## config.mk

```make
export PLATFORM = sky130hd
export DESIGN_NAME = bounded_value_set_table_unit
export DESIGN_NICKNAME = d
export VERILOG_FILES = /design/src/rtl/bvst_pkg.sv /design/src/rtl/bounded_value_set_table_unit.sv
export SDC_FILE = /design/constraint.sdc
export NUM_CORES = 1
export LEC_CHECK = 0
export ABC_AREA = 0
export BUFFER_PORTS_ARGS = -buffer_cell sky130_fd_sc_hd__buf_2
export CAP_MARGIN = 0
export CORE_UTILIZATION = 45
export DETAILED_ROUTE_END_ITERATION = 8
export RECOVER_POWER = 50
export SYNTH_ARGS = -nofsm -noshare
export SYNTH_HDL_FRONTEND = slang
export SYNTH_SLANG_ARGS = --single-unit
```

## constraint.sdc

```tcl
create_clock -name clk -period 4.5 [get_ports clk]
set_input_delay 0.675 -clock clk [delete_from_list [all_inputs] [get_ports clk]]
set_output_delay 0.675 -clock clk [all_outputs]
set_load 0.02 [all_outputs]
```

## src/rtl/bvst_pkg.sv

```systemverilog
package bvst_pkg;

	localparam int CAPACITY = 16;
	localparam int IDX_W    = $clog2(CAPACITY);
	localparam int CNT_W    = $clog2(CAPACITY + 1);
	localparam int DATA_W   = 32;
	localparam int POS_W    = 4;

	typedef enum logic [1:0] {
		CMD_INSERT = 2'd0,
		CMD_REMOVE = 2'd1,
		CMD_QUERY  = 2'd2,
		CMD_READ   = 2'd3
	} cmd_t;

	typedef enum logic [1:0] {
		ST_OK        = 2'd0,
		ST_NO_CHANGE = 2'd1,
		ST_FULL      = 2'd2,
		ST_RANGE     = 2'd3
	} status_t;

	typedef struct packed {
		cmd_t                     cmd;
		logic signed [DATA_W-1:0] value;
		logic [POS_W-1:0]         position;
	} req_t;

	typedef struct packed {
		logic                     found;
		logic signed [DATA_W-1:0] read_data;
		logic [4:0]               entry_count;
		status_t                  status;
	} rsp_t;

endpackage

```

## src/rtl/bounded_value_set_table_unit.sv

```systemverilog
// Channel | Signals                   | Transfer
// req     | req_valid, req_stall, req | req_valid high and req_stall low at clk rise
// rsp     | rsp_valid, rsp_stall, rsp | rsp_valid high and rsp_stall low at clk rise
//
// One request at a time. Query, insert and remove scan the stored entries with one memory
// read per cycle; the scan ends at the first hit or after the last stored entry. A remove
// that hits stops the scan at the hit entry and then closes the gap one entry per cycle on
// the same memory. A read goes through S_READ and S_READ_WAIT, and skips S_READ_WAIT when
// the position is out of range.
// The next request is taken in the cycle after the result is loaded into the output
// register, even if that result is still stalled.
// Reset clears the count and the handshake state; entry contents are left as they are.
module bounded_value_set_table_unit
	import bvst_pkg::*;
(
	input  logic clk,
	input  logic arst_n,
	input  logic req_valid,
	output logic req_stall,
	input  req_t req,
	output logic rsp_valid,
	input  logic rsp_stall,
	output rsp_t rsp
);

	typedef enum logic [2:0] {
		S_IDLE,
		S_SEARCH,
		S_SHIFT,
		S_READ,
		S_READ_WAIT,
		S_RESP
	} state_t;

	state_t                   state_q;
	cmd_t                     cmd_q;
	logic [DATA_W-1:0]        value_q;
	logic [POS_W-1:0]         pos_q;
	logic [CNT_W-1:0]         count_q;
	logic [CNT_W-1:0]         rd_ptr_q;
	logic                     cmp_vld_s1;
	logic [IDX_W-1:0]         cmp_idx_s1;
	logic                     res_found_q;
	logic [DATA_W-1:0]        res_data_q;
	status_t                  res_status_q;
	logic                     rsp_valid_q;
	rsp_t                     rsp_q;

	logic [DATA_W-1:0]        mem [CAPACITY];
	logic [DATA_W-1:0]        mem_rdata_q;
	logic [IDX_W-1:0]         mem_raddr;
	logic                     mem_we;
	logic [IDX_W-1:0]         mem_waddr;
	logic [DATA_W-1:0]        mem_wdata;

	logic                     match;
	logic                     scan_end;
	logic                     full;
	logic                     read_ok;
	logic                     rsp_free;

	assign match    = cmp_vld_s1 && (mem_rdata_q == value_q);
	assign scan_end = (rd_ptr_q == count_q);
	assign full     = (count_q >= CNT_W'(CAPACITY));
	assign read_ok  = (32'(pos_q) < 32'(count_q));
	assign rsp_free = !rsp_valid_q || !rsp_stall;

	assign req_stall = (state_q != S_IDLE);
	assign rsp_valid = rsp_valid_q;
	assign rsp       = rsp_q;

	always_comb begin
		mem_raddr = (state_q == S_READ) ? IDX_W'(pos_q) : rd_ptr_q[IDX_W-1:0];
		mem_we    = 1'b0;
		mem_waddr = count_q[IDX_W-1:0];
		mem_wdata = value_q;
		unique case (state_q)
			S_SEARCH: begin
				// append on a miss
				if (!match && scan_end && cmd_q == CMD_INSERT && !full)
					mem_we = 1'b1;
			end
			S_SHIFT: begin
				// move entry down one place
				if (cmp_vld_s1) begin
					mem_we    = 1'b1;
					mem_waddr = cmp_idx_s1 - IDX_W'(1);
					mem_wdata = mem_rdata_q;
				end
			end
			default: ;
		endcase
	end

	always_ff @(posedge clk) begin
		if (mem_we)
			mem[mem_waddr] <= mem_wdata;
		mem_rdata_q <= mem[mem_raddr];
	end

	always_ff @(posedge clk or negedge arst_n) begin
		if (!arst_n) begin
			state_q      <= S_IDLE;
			count_q      <= '0;
			rsp_valid_q  <= 1'b0;
			cmp_vld_s1   <= 1'b0;
			rd_ptr_q     <= '0;
			cmd_q        <= CMD_INSERT;
			res_status_q <= ST_OK;
		end else begin
			// load a new result or drop the one just transferred
			if (state_q == S_RESP && rsp_free)
				rsp_valid_q <= 1'b1;
			else if (!rsp_stall)
				rsp_valid_q <= 1'b0;
			unique case (state_q)
				S_IDLE: begin
					if (req_valid) begin
						cmd_q        <= req.cmd;
						value_q      <= req.value;
						pos_q        <= req.position;
						rd_ptr_q     <= '0;
						cmp_vld_s1   <= 1'b0;
						res_found_q  <= 1'b0;
						res_data_q   <= '0;
						res_status_q <= ST_OK;
						state_q      <= (req.cmd == CMD_READ) ? S_READ : S_SEARCH;
					end
				end
				S_SEARCH: begin
					if (match) begin
						cmp_vld_s1  <= 1'b0;
						res_found_q <= 1'b1;
						unique case (cmd_q)
							CMD_INSERT: begin
								res_status_q <= ST_NO_CHANGE;
								state_q      <= S_RESP;
							end
							CMD_REMOVE: state_q <= S_SHIFT;
							default:    state_q <= S_RESP;
						endcase
					end else if (scan_end) begin
						cmp_vld_s1 <= 1'b0;
						unique case (cmd_q)
							CMD_INSERT: begin
								if (full)
									res_status_q <= ST_FULL;
								else
									count_q <= count_q + CNT_W'(1);
							end
							CMD_REMOVE: res_status_q <= ST_NO_CHANGE;
							default: ;
						endcase
						state_q <= S_RESP;
					end else begin
						cmp_vld_s1 <= 1'b1;
						cmp_idx_s1 <= rd_ptr_q[IDX_W-1:0];
						rd_ptr_q   <= rd_ptr_q + CNT_W'(1);
					end
				end
				S_SHIFT: begin
					// rd_ptr_q starts one past the hit entry
					if (scan_end) begin
						cmp_vld_s1 <= 1'b0;
						count_q    <= count_q - CNT_W'(1);
						state_q    <= S_RESP;
					end else begin
						cmp_vld_s1 <= 1'b1;
						cmp_idx_s1 <= rd_ptr_q[IDX_W-1:0];
						rd_ptr_q   <= rd_ptr_q + CNT_W'(1);
					end
				end
				S_READ: begin
					if (read_ok) begin
						state_q <= S_READ_WAIT;
					end else begin
						res_status_q <= ST_RANGE;
						state_q      <= S_RESP;
					end
				end
				S_READ_WAIT: begin
					res_data_q <= mem_rdata_q;
					state_q    <= S_RESP;
				end
				S_RESP: begin
					if (rsp_free) begin
						rsp_q.found       <= res_found_q;
						rsp_q.read_data   <= res_data_q;
						rsp_q.entry_count <= 5'(count_q);
						rsp_q.status      <= res_status_q;
						state_q           <= S_IDLE;
					end
				end
				default: state_q <= S_IDLE;
			endcase
		end
	end

endmodule

```

Yosys cells after proc, flatten, opt, wreduce, memory -nomap -nowiden
Memories as Yosys holds them, arrays and structs flattened. A register that Yosys moved wholly into a read port is not among the register bits.
Cells that the tools add are included.

word-level totals
  register bits = 132
  RAM bits = 512
  input bits = 42
  memories = 1

operators by class
  add/subtract/negate cells = 4
  $lt $le $gt $ge = 2
  equality and inequality tests = 23
  muxes and demuxes = 49
  reductions and logical operators = 29

memory list
  memory  depth  bits a word  read ports  clocked after Yosys merged registers in  write ports  RTL line                            text
  mem     16     32           1           1                                        1            bounded_value_set_table_unit.sv:49  logic [DATA_W-1:0] mem [CAPACITY];

operators with widths
  cell                   number
  $mux W32               3
  $pmux W32 S2           1
  $mux W5                8
  $eq A32 B32 Y1         1
  $mux W4                5
  $ne A2 B2 Y1 const B   9
  $pmux W3 S6            1
  $mux W3                5
  $pmux W5 S3            1
  $reduce_and A3 Y1      5
  $mux W2                7
  $mux W1                11
  $add A5 B1 Y5 const B  2
  $pmux W5 S2            1
  $reduce_bool A3 Y1     3
  $pmux W4 S2            1
  $reduce_and A7 Y1      1
  $eq A3 B2 Y1 const B   2
  $eq A3 B3 Y1 const B   2
  $ne A3 B3 Y1 const B   2
  $pmux W2 S3            1
  $reduce_and A2 Y1      3
  $reduce_and A6 Y1      1
  $reduce_bool A2 Y1     3
  20 further kinds       28

Depth between registers and ports, before layout
Gate-level depths: netlist (run 1).

  depth in word-level cells = 10
  depth in mapped cells = 12

Worst setup path after synthesis (run 1)
OpenSTA, ideal clock, no wires.

  kind = reg2reg
  start = register state_q[1]
  end = memory mem[10][0], enable pin
  setup time = 461 ps
  arrival time = 3944 ps
  path slack = 94 ps
  cell stages (with the launch flop) = 9
  buffers on the path = 3
  period minus slack after synthesis = 4406 ps
  path through = dfrtp_1 > buf_2 > nand2b_1 > nor2_1 > and2_1 > clkbuf_1 > clkbuf_1 > a31oi_1 > nor3_1

between the ends
  word-level cells in the longest chain between the ends = 4
  elaborated cells on any way between the ends = 6
  classes of those cells = eq/ne (2); mux (4)

RTL lines
  item                                                 RTL line                             text
  start, declared                                      bounded_value_set_table_unit.sv:35   state_t state_q;
  start signal, assigned                               bounded_value_set_table_unit.sv:127  state_q <= (req.cmd == CMD_READ) ? S_READ : S_SEARCH;
  $eq A3 B2 Y1 / $eq A3 B1 Y1 (equally long branches)  bounded_value_set_table_unit.sv:77   unique case (state_q)
  $pmux W1 S2                                          bounded_value_set_table_unit.sv:77
  $mux W1                                              bounded_value_set_table_unit.sv:96   if (mem_we)
  $mux W1 (implied by the code)                        bounded_value_set_table_unit.sv:97   mem[mem_waddr] <= mem_wdata;
  end, declared                                        bounded_value_set_table_unit.sv:49

Parallel ways exist; a longest one is shown, timed or not.

Worst setup path after layout (run 1)
  start = register state_q[2]
  end = output req_stall

between the ends
  word-level cells in the longest chain between the ends = 1

RTL lines
  item                RTL line                            text
  $reduce_bool A3 Y1  bounded_value_set_table_unit.sv:68  assign req_stall = (state_q != S_IDLE);
  end, declared       bounded_value_set_table_unit.sv:19  output logic req_stall,

Every way passes these cells.

==> impl_metrics.toml, run 1 <==
[run_status]
outcome = "finished with violations"
violations = "max-capacitance violations, max-slew violations"

[sta]
finalCritPeriodShare_pct = 87.3
grt_setup_unrepaired = "no"
drv_slew = 83
worst_pin_slew_ns = 1.97
fin_ws_ns = 0.571
max_freq_ghz = 0.255
hold_viol = 0
setup_viol = 0
slew_headroom_pct = -31.4
post-route-min-period_ns = 3.93
fin_skew_ns = 0.0229
final.setup.tns_ns = 0

[critical_path]
path_max_fanout = 28
path_class = "reg2out"
required_ns = 3.83
crit_chain = "clkbuf_1, nor3_1, inv_1, buf_2"
crit_family = "buffers and inverters"
cp_slowest_cell = "clkbuf_1"
cp-end-kind = "primary output"
slowest_delay_ns = 1.22
start_kind = "flop"
crit_buf_inv = 3
cp_data_arrival_time_ns = 3.25

[grt]
met2_usage_pct = 32.5
overflow = 0
antenna_found_initial = 1
met3_usage_pct = 3.28
busiest_layer = "met2"
use_met1_pct = 31.0
grt_pass1_wl_um = 91000
grt_usage_pct = 21.1
grt_pass1_vias = 13500
grt_max_degree = 76

[routing]
vias_per_cell = 5.73
firstDrtPassIters = 5
wl_per_cell_um = 26.1
wl_um = 61400
drtIter0Drc = 1399
via_count = 13500
ant_nets = 0
drc = 0

[yosys]
synth_flop_cell = "edfxtp_1"
yosysTopAreaCell = "edfxtp_1"
async_flop_share_pct = 2.81
synth_edf_count = 625
syn_area_per_cell_um2 = 18.9
synth_area_leaders = "edfxtp_1 71%, mux4_2 11%, nand2_1 2.5%"
synth_seq_area_share_pct = 75.5
ys_ff_latch = 676
syn_area_mm2 = 0.0263
synth_cells = 1395
synth_top_area_share_pct = 71.3
netlist-cell-type-count = 55
synth_nets = 1446
synth-warning-count = 0

[clock_network]
cts_tree = "built"
htreeDepth = 3
post-cts-setup-buffers = 0
clock_latency_ns = 0.62
cts_hold_buf = 0
numClockSinks = 676
clockRootBuffer = "clkbuf_16"
cts_made_buffers = 72
ctsResizeCount = 0
clockBufferDepth = 3
clk_pin_slew_ns = 0.06

[finish]
drive_gt1_share_pct = 21.4
nets = 1574
diodes = 0
areaGrowthSynthToFinish_pct = 14.6

[pwr]
peakVddDrop_v = 0.000481
power_density_mw_per_mm2 = 594
leakage_nw = 10.1

[floorplan]
die_y_um = 244
start_util_pct = 45.6
dieArea_mm2 = 0.0595
row_count = 88
core_area_mm2 = 0.0577
ioPinCount = 84
die_w_um = 244

[placement]
place.gp.congestion = 0.786
place_hpwl_um = 35800
port_buffers = 83
dp_worst_setup_slack_ns = 0.819

[worst_hold_path]
hold_class = "in2reg"

[job]
cap_violations = 3
## metal layers
metal,vias up,routed length (um)
li1,5798,-
met1,7085,27100
met2,481,28900
met3,96,3900
met4,0,1460
met5,-,0
## cells in the mapped netlist, types with 20 or more instances
library cell and number:
nor3_1 20, and3_1 33, clkbuf_1 34, mux4_2 128
dfxtp_1 32, buf_2 21, nand2_1 177, xor2_1 35
a31oi_1 38, and2_1 36, edfxtp_1 625, nor2_1 24
## cell families (layout without fill, tap and decap cells)
logic type / Yosys count / count (layout) / synth area share, %
mux: 140 / 140 / 11.4
xor+xnor: 43 / 43 / 1.43
buf+inv: 82 / 269 / 1.89
fa+ha+maj: 9 / 9 / 0.456
compound gates: 113 / 113 / 3.20
flops: 676 / 676 / 75.5
simple gates: 332 / 332 / 6.04
## power breakdown
| part | internal (mW) | total (mW) | switching, mW |
|---|---|---|---|
| Sequential | 7.40 | 7.78 | 0.389 |
| Clock | 3.64 | 6.07 | 2.43 |
| Combinational | 1.68 | 4.07 | 2.39 |
| Total | 12.7 | 17.9 | 5.21 |
## path summary, 6_finish.rpt
| check | start | to | slack, ns | cells past startpoint |
|---|---|---|---|---|
| max | state_q[2] | req_stall | 0.57 | 4 |
| min in group asynchronous | arst_n | rd_ptr_q[2] | 0.33 | 1 |
| max in group asynchronous | arst_n | rsp_valid | 3.38 | 1 |
| min | req[3] | pos_q[3] | 0.23 | 1 |
| max reg2reg | state_q[0] | res_data_q[14] | 0.66 | 4 |
| min reg2reg | res_data_q[13] | rsp[20] | 0.42 | 0 |
## cell usage in the layout, fill, tap and decap left out, types with 14 or more instances in the layout
cell	count
a211oi_1	14
a211oi_2	18
a31oi_1	38
and2_1	34
and3_1	32
buf_4	27
clkbuf_1	95
clkbuf_16	75
dfrtp_1	19
dfxtp_1	32
edfxtp_1	625
mux4_2	128
nand2_1	177
nor2_1	16
xor2_1	35
## stage by stage
| step | utilization (%) | instances | hold WS [ns] | power (mW) | instance area (um2) |
|---|---|---|---|---|---|
| 6_report | 52.3 | 2347 | 0.229 | 17.9 | 30200 |
| 5_1_grt | 52.3 | 2347 | 0.214 | 18.6 | 30200 |
| 4_1_cts | 52.5 | 2347 | 0.0252 | 18.1 | 30300 |
| 3_5_place_dp | 48.2 | 2214 | 0.406 | 12.1 | 27800 |
| 3_3_place_gp | 48.2 | 2214 | 0.403 | 12.0 | 27800 |
| 2_1_floorplan | - | 1395 | 0.379 | 10.9 | 26300 |
## sequential cells by signal (all words and copies together) (netlist names)
name / cells
cmp_idx_s1: 4
mem: 512
rsp_valid: 1
res_found_q: 1
state_q: 3
pos_q: 4
value_q: 32
res_data_q: 32
rd_ptr_q: 5
rsp: 40
cmd_q: 2
mem_rdata_q: 32
count_q: 5
cmp_vld_s1: 1
res_status_q: 2
## worst reg2reg max path: cells and delay by family (launching register included)
kind	cells	cell delay [ns]
flip-flops	1	0.56
AO/OA/AOI/OAI	1	0.98
AND/OR/NAND/NOR	1	0.16
buffers and inverters	2	1.80
## area by class of cell
type	count	area, um2
Clock buffer	103	2070
Clock inverter	30	374
Fill cell	4637	27500
Inverter	11	41.3
Multi-Input combinational cell	637	6090
Sequential cell	676	19900
Tap cell	765	957
Timing Repair Buffer	125	733
No activity file was read; power rests on OpenSTA's default activity.
==> run 2, diff against run 1 <==
--- a/config.mk
+++ b/config.mk
@@ -8,6 +8,7 @@
 export ABC_AREA = 0
 export BUFFER_PORTS_ARGS = -buffer_cell sky130_fd_sc_hd__buf_2
 export CAP_MARGIN = 0
+export CORE_MARGIN = 2
 export CORE_UTILIZATION = 45
 export DETAILED_ROUTE_END_ITERATION = 8
 export RECOVER_POWER = 50
==> run 2 against run 1 <==
The flow still finishes with violations (max-capacitance violations, max-slew violations). Maximum frequency rose by 1.9%. Die area rose by 1.6%. Critical path depth increased by 5. Total power shrank 1.0%. Global-route usage decreased by 0.20 points. Sequential power fell by 0.6%. Final area is essentially flat. First-iteration DRC count rose by 5.2%. Hold slack better by 0.023 ns. Sequential share of layout area barely moved. Largest power group unchanged.
==> impl_metrics.toml, run 2 (same netlist as run 1, synthesis figures left out) <==
[floorplan]
start_util_pct = 45.5
die_w_um = 246
ioPinCount = 84
dieArea_mm2 = 0.0604
row_count = 88
core_area_mm2 = 0.0578
die_y_um = 246

[placement]
place_hpwl_um = 35600
place.gp.congestion = 0.845
port_buffers = 83

[sta]
final.setup.tns_ns = 0
hold_viol = 0
post-route-min-period_ns = 3.86
finalCritPeriodShare_pct = 85.7
grt_setup_unrepaired = "no"
fin_skew_ns = 0.0293
drv_slew = 56
max_freq_ghz = 0.259
worst_pin_slew_ns = 2.15
slew_headroom_pct = -43.2
setup_viol = 0

[pwr]
finalPower_mw = 17.7
leakage_nw = 10.1
peakVddDrop_v = 0.000354
power_density_mw_per_mm2 = 588

[routing]
met2_length_um = 29700
via_count = 13500
drc = 0
wl_met3_um = 4410
wl_per_cell_um = 26.2
wl_um = 61800
firstDrtPassIters = 5
ant_nets = 0
vias_per_cell = 5.71
dr.max_layer_used = "met4"
drtIter0Drc = 1472
wl_met1_um = 26700

[critical_path]
required_ns = 4.75
cp_data_arrival_time_ns = 4.10
path_max_fanout = 36
cp-end-kind = "flop"
cp_slowest_cell = "o21a_2"
crit_chain = "nand2b_1, nor2_1, clkbuf_1, and2_0, buf_4, a21oi_1, nor2_1, o21a_2, buf_4"
slowest_delay_ns = 0.56
path_class = "reg2reg"
start_kind = "flop"

[finish]
fillers = 4613
largest_reg_flops = 512
areaGrowthSynthToFinish_pct = 14.6
most-common-layout-cells = "625 x edfxtp_1, 176 x nand2_1, 128 x mux4_2"
nets = 1584
final_common_cell = "edfxtp_1"
drive_gt1_share_pct = 21.3
top_register = "mem"

[grt]
grt_pass1_wl_um = 90900
grt_usage_pct = 20.9
overflow = 0
grt_pass1_vias = 13600
antenna_found_initial = 2
grt_max_degree = 65

[clock_network]
clockRootBuffer = "clkbuf_16"
clock_latency_ns = 0.61
ctsResizeCount = 0
clockBufferDepth = 3
cts_tree = "built"
numClockSinks = 676
clk_pin_slew_ns = 0.06
cts_made_buffers = 71
htreeDepth = 3

[run_status]
outcome = "finished with violations"
violations = "max-capacitance violations, max-slew violations"

[worst_hold_path]
hold_class = "in2reg"

[job]
cap_violations = 2
==> run 2: cell types whose count changed in the layout (fill, tap and decap cells not counted), sizes merged <==
| cell | previous run | this run |
|---|---|---|
| buf | 48 | 56 |
| clkinvlp | 1 | 3 |
| bufinv | 7 | 4 |
| dlygate4sd3 | 0 | 1 |
| clkinv | 17 | 16 |
| clkbuf | 180 | 183 |
| diode | 0 | 1 |
| inv | 16 | 14 |
==> run 2: worst paths after layout <==
check	startpoint	to	slack, ns	cells past startpoint
setup / recovery	state_q[0]	mem[4][3]	0.64	9
hold / removal	req[2]	pos_q[2]	0.25	1
setup reg to reg	state_q[0]	mem[4][3]	0.64	9
hold reg to reg	res_data_q[16]	rsp[23]	0.41	0
max in group asynchronous	arst_n	count_q[0]	2.68	3
min in group asynchronous	arst_n	rsp_valid	0.62	2
==> run 2: final cells by class <==
type | count | area, um2 | share of cell area (%)
Sequential cell | 676 | 19900 | 65.9
Multi-Input combinational cell | 637 | 6090 | 20.2
Clock buffer | 104 | 2040 | 6.78
Tap cell | 765 | 957 | 3.17
Timing Repair Buffer | 136 | 868 | 2.88
Clock inverter | 26 | 265 | 0.880
Inverter | 11 | 41.3 | 0.137
Antenna cell | 1 | 2.50 | 0.00830
==> run 2: layer usage <==
layer  up-vias  global-route usage, %
met5         -                      0
met4         0                   5.31
met3        82                   3.95
met2       473                   33.3
met1      7100                   29.8
li1       5809                      -
==> run 2: power by group <==
| group | leakage, nW | switching [mW] | internal [mW] |
|---|---|---|---|
| registers | 6.14 | 0.331 | 7.40 |
| logic | 2.80 | 2.44 | 1.79 |
| clock network | 1.12 | 2.37 | 3.40 |
| total | 10.1 | 5.15 | 12.6 |
==> run 2: per-stage QoR <==
stage / utilization (%) / cells / instance area [um2] / hold WS (ns) / worst slack (ns)
finish: 52.2 / 2356 / 30200 / 0.251 / 0.644
global route: 52.2 / 2355 / 30200 / 0.239 / 0.225
CTS: 52.4 / 2355 / 30300 / 0.219 / 0.650
detailed placement: 48.4 / 2224 / 28000 / 0.405 / 0.685
global placement: 48.4 / 2224 / 28000 / 0.401 / 0.813
floorplan: - / 1395 / 26300 / 0.379 / 0.0944
==> run 2: critical path, delay by kind of cell, from the launching register on <==
family / cells / cell delay (ns)
and+or+nand+nor: 4 / 0.86
DFF: 1 / 0.37
buffers and inverters: 3 / 1.33
AOI/OAI and AO/OA: 2 / 0.91
==> run 2: repair_timing <==
action	CTS	global route
hold endpoints to repair	7	0
setup endpoints to repair	0	0
setup buffers	0	0
hold buffers	1	0
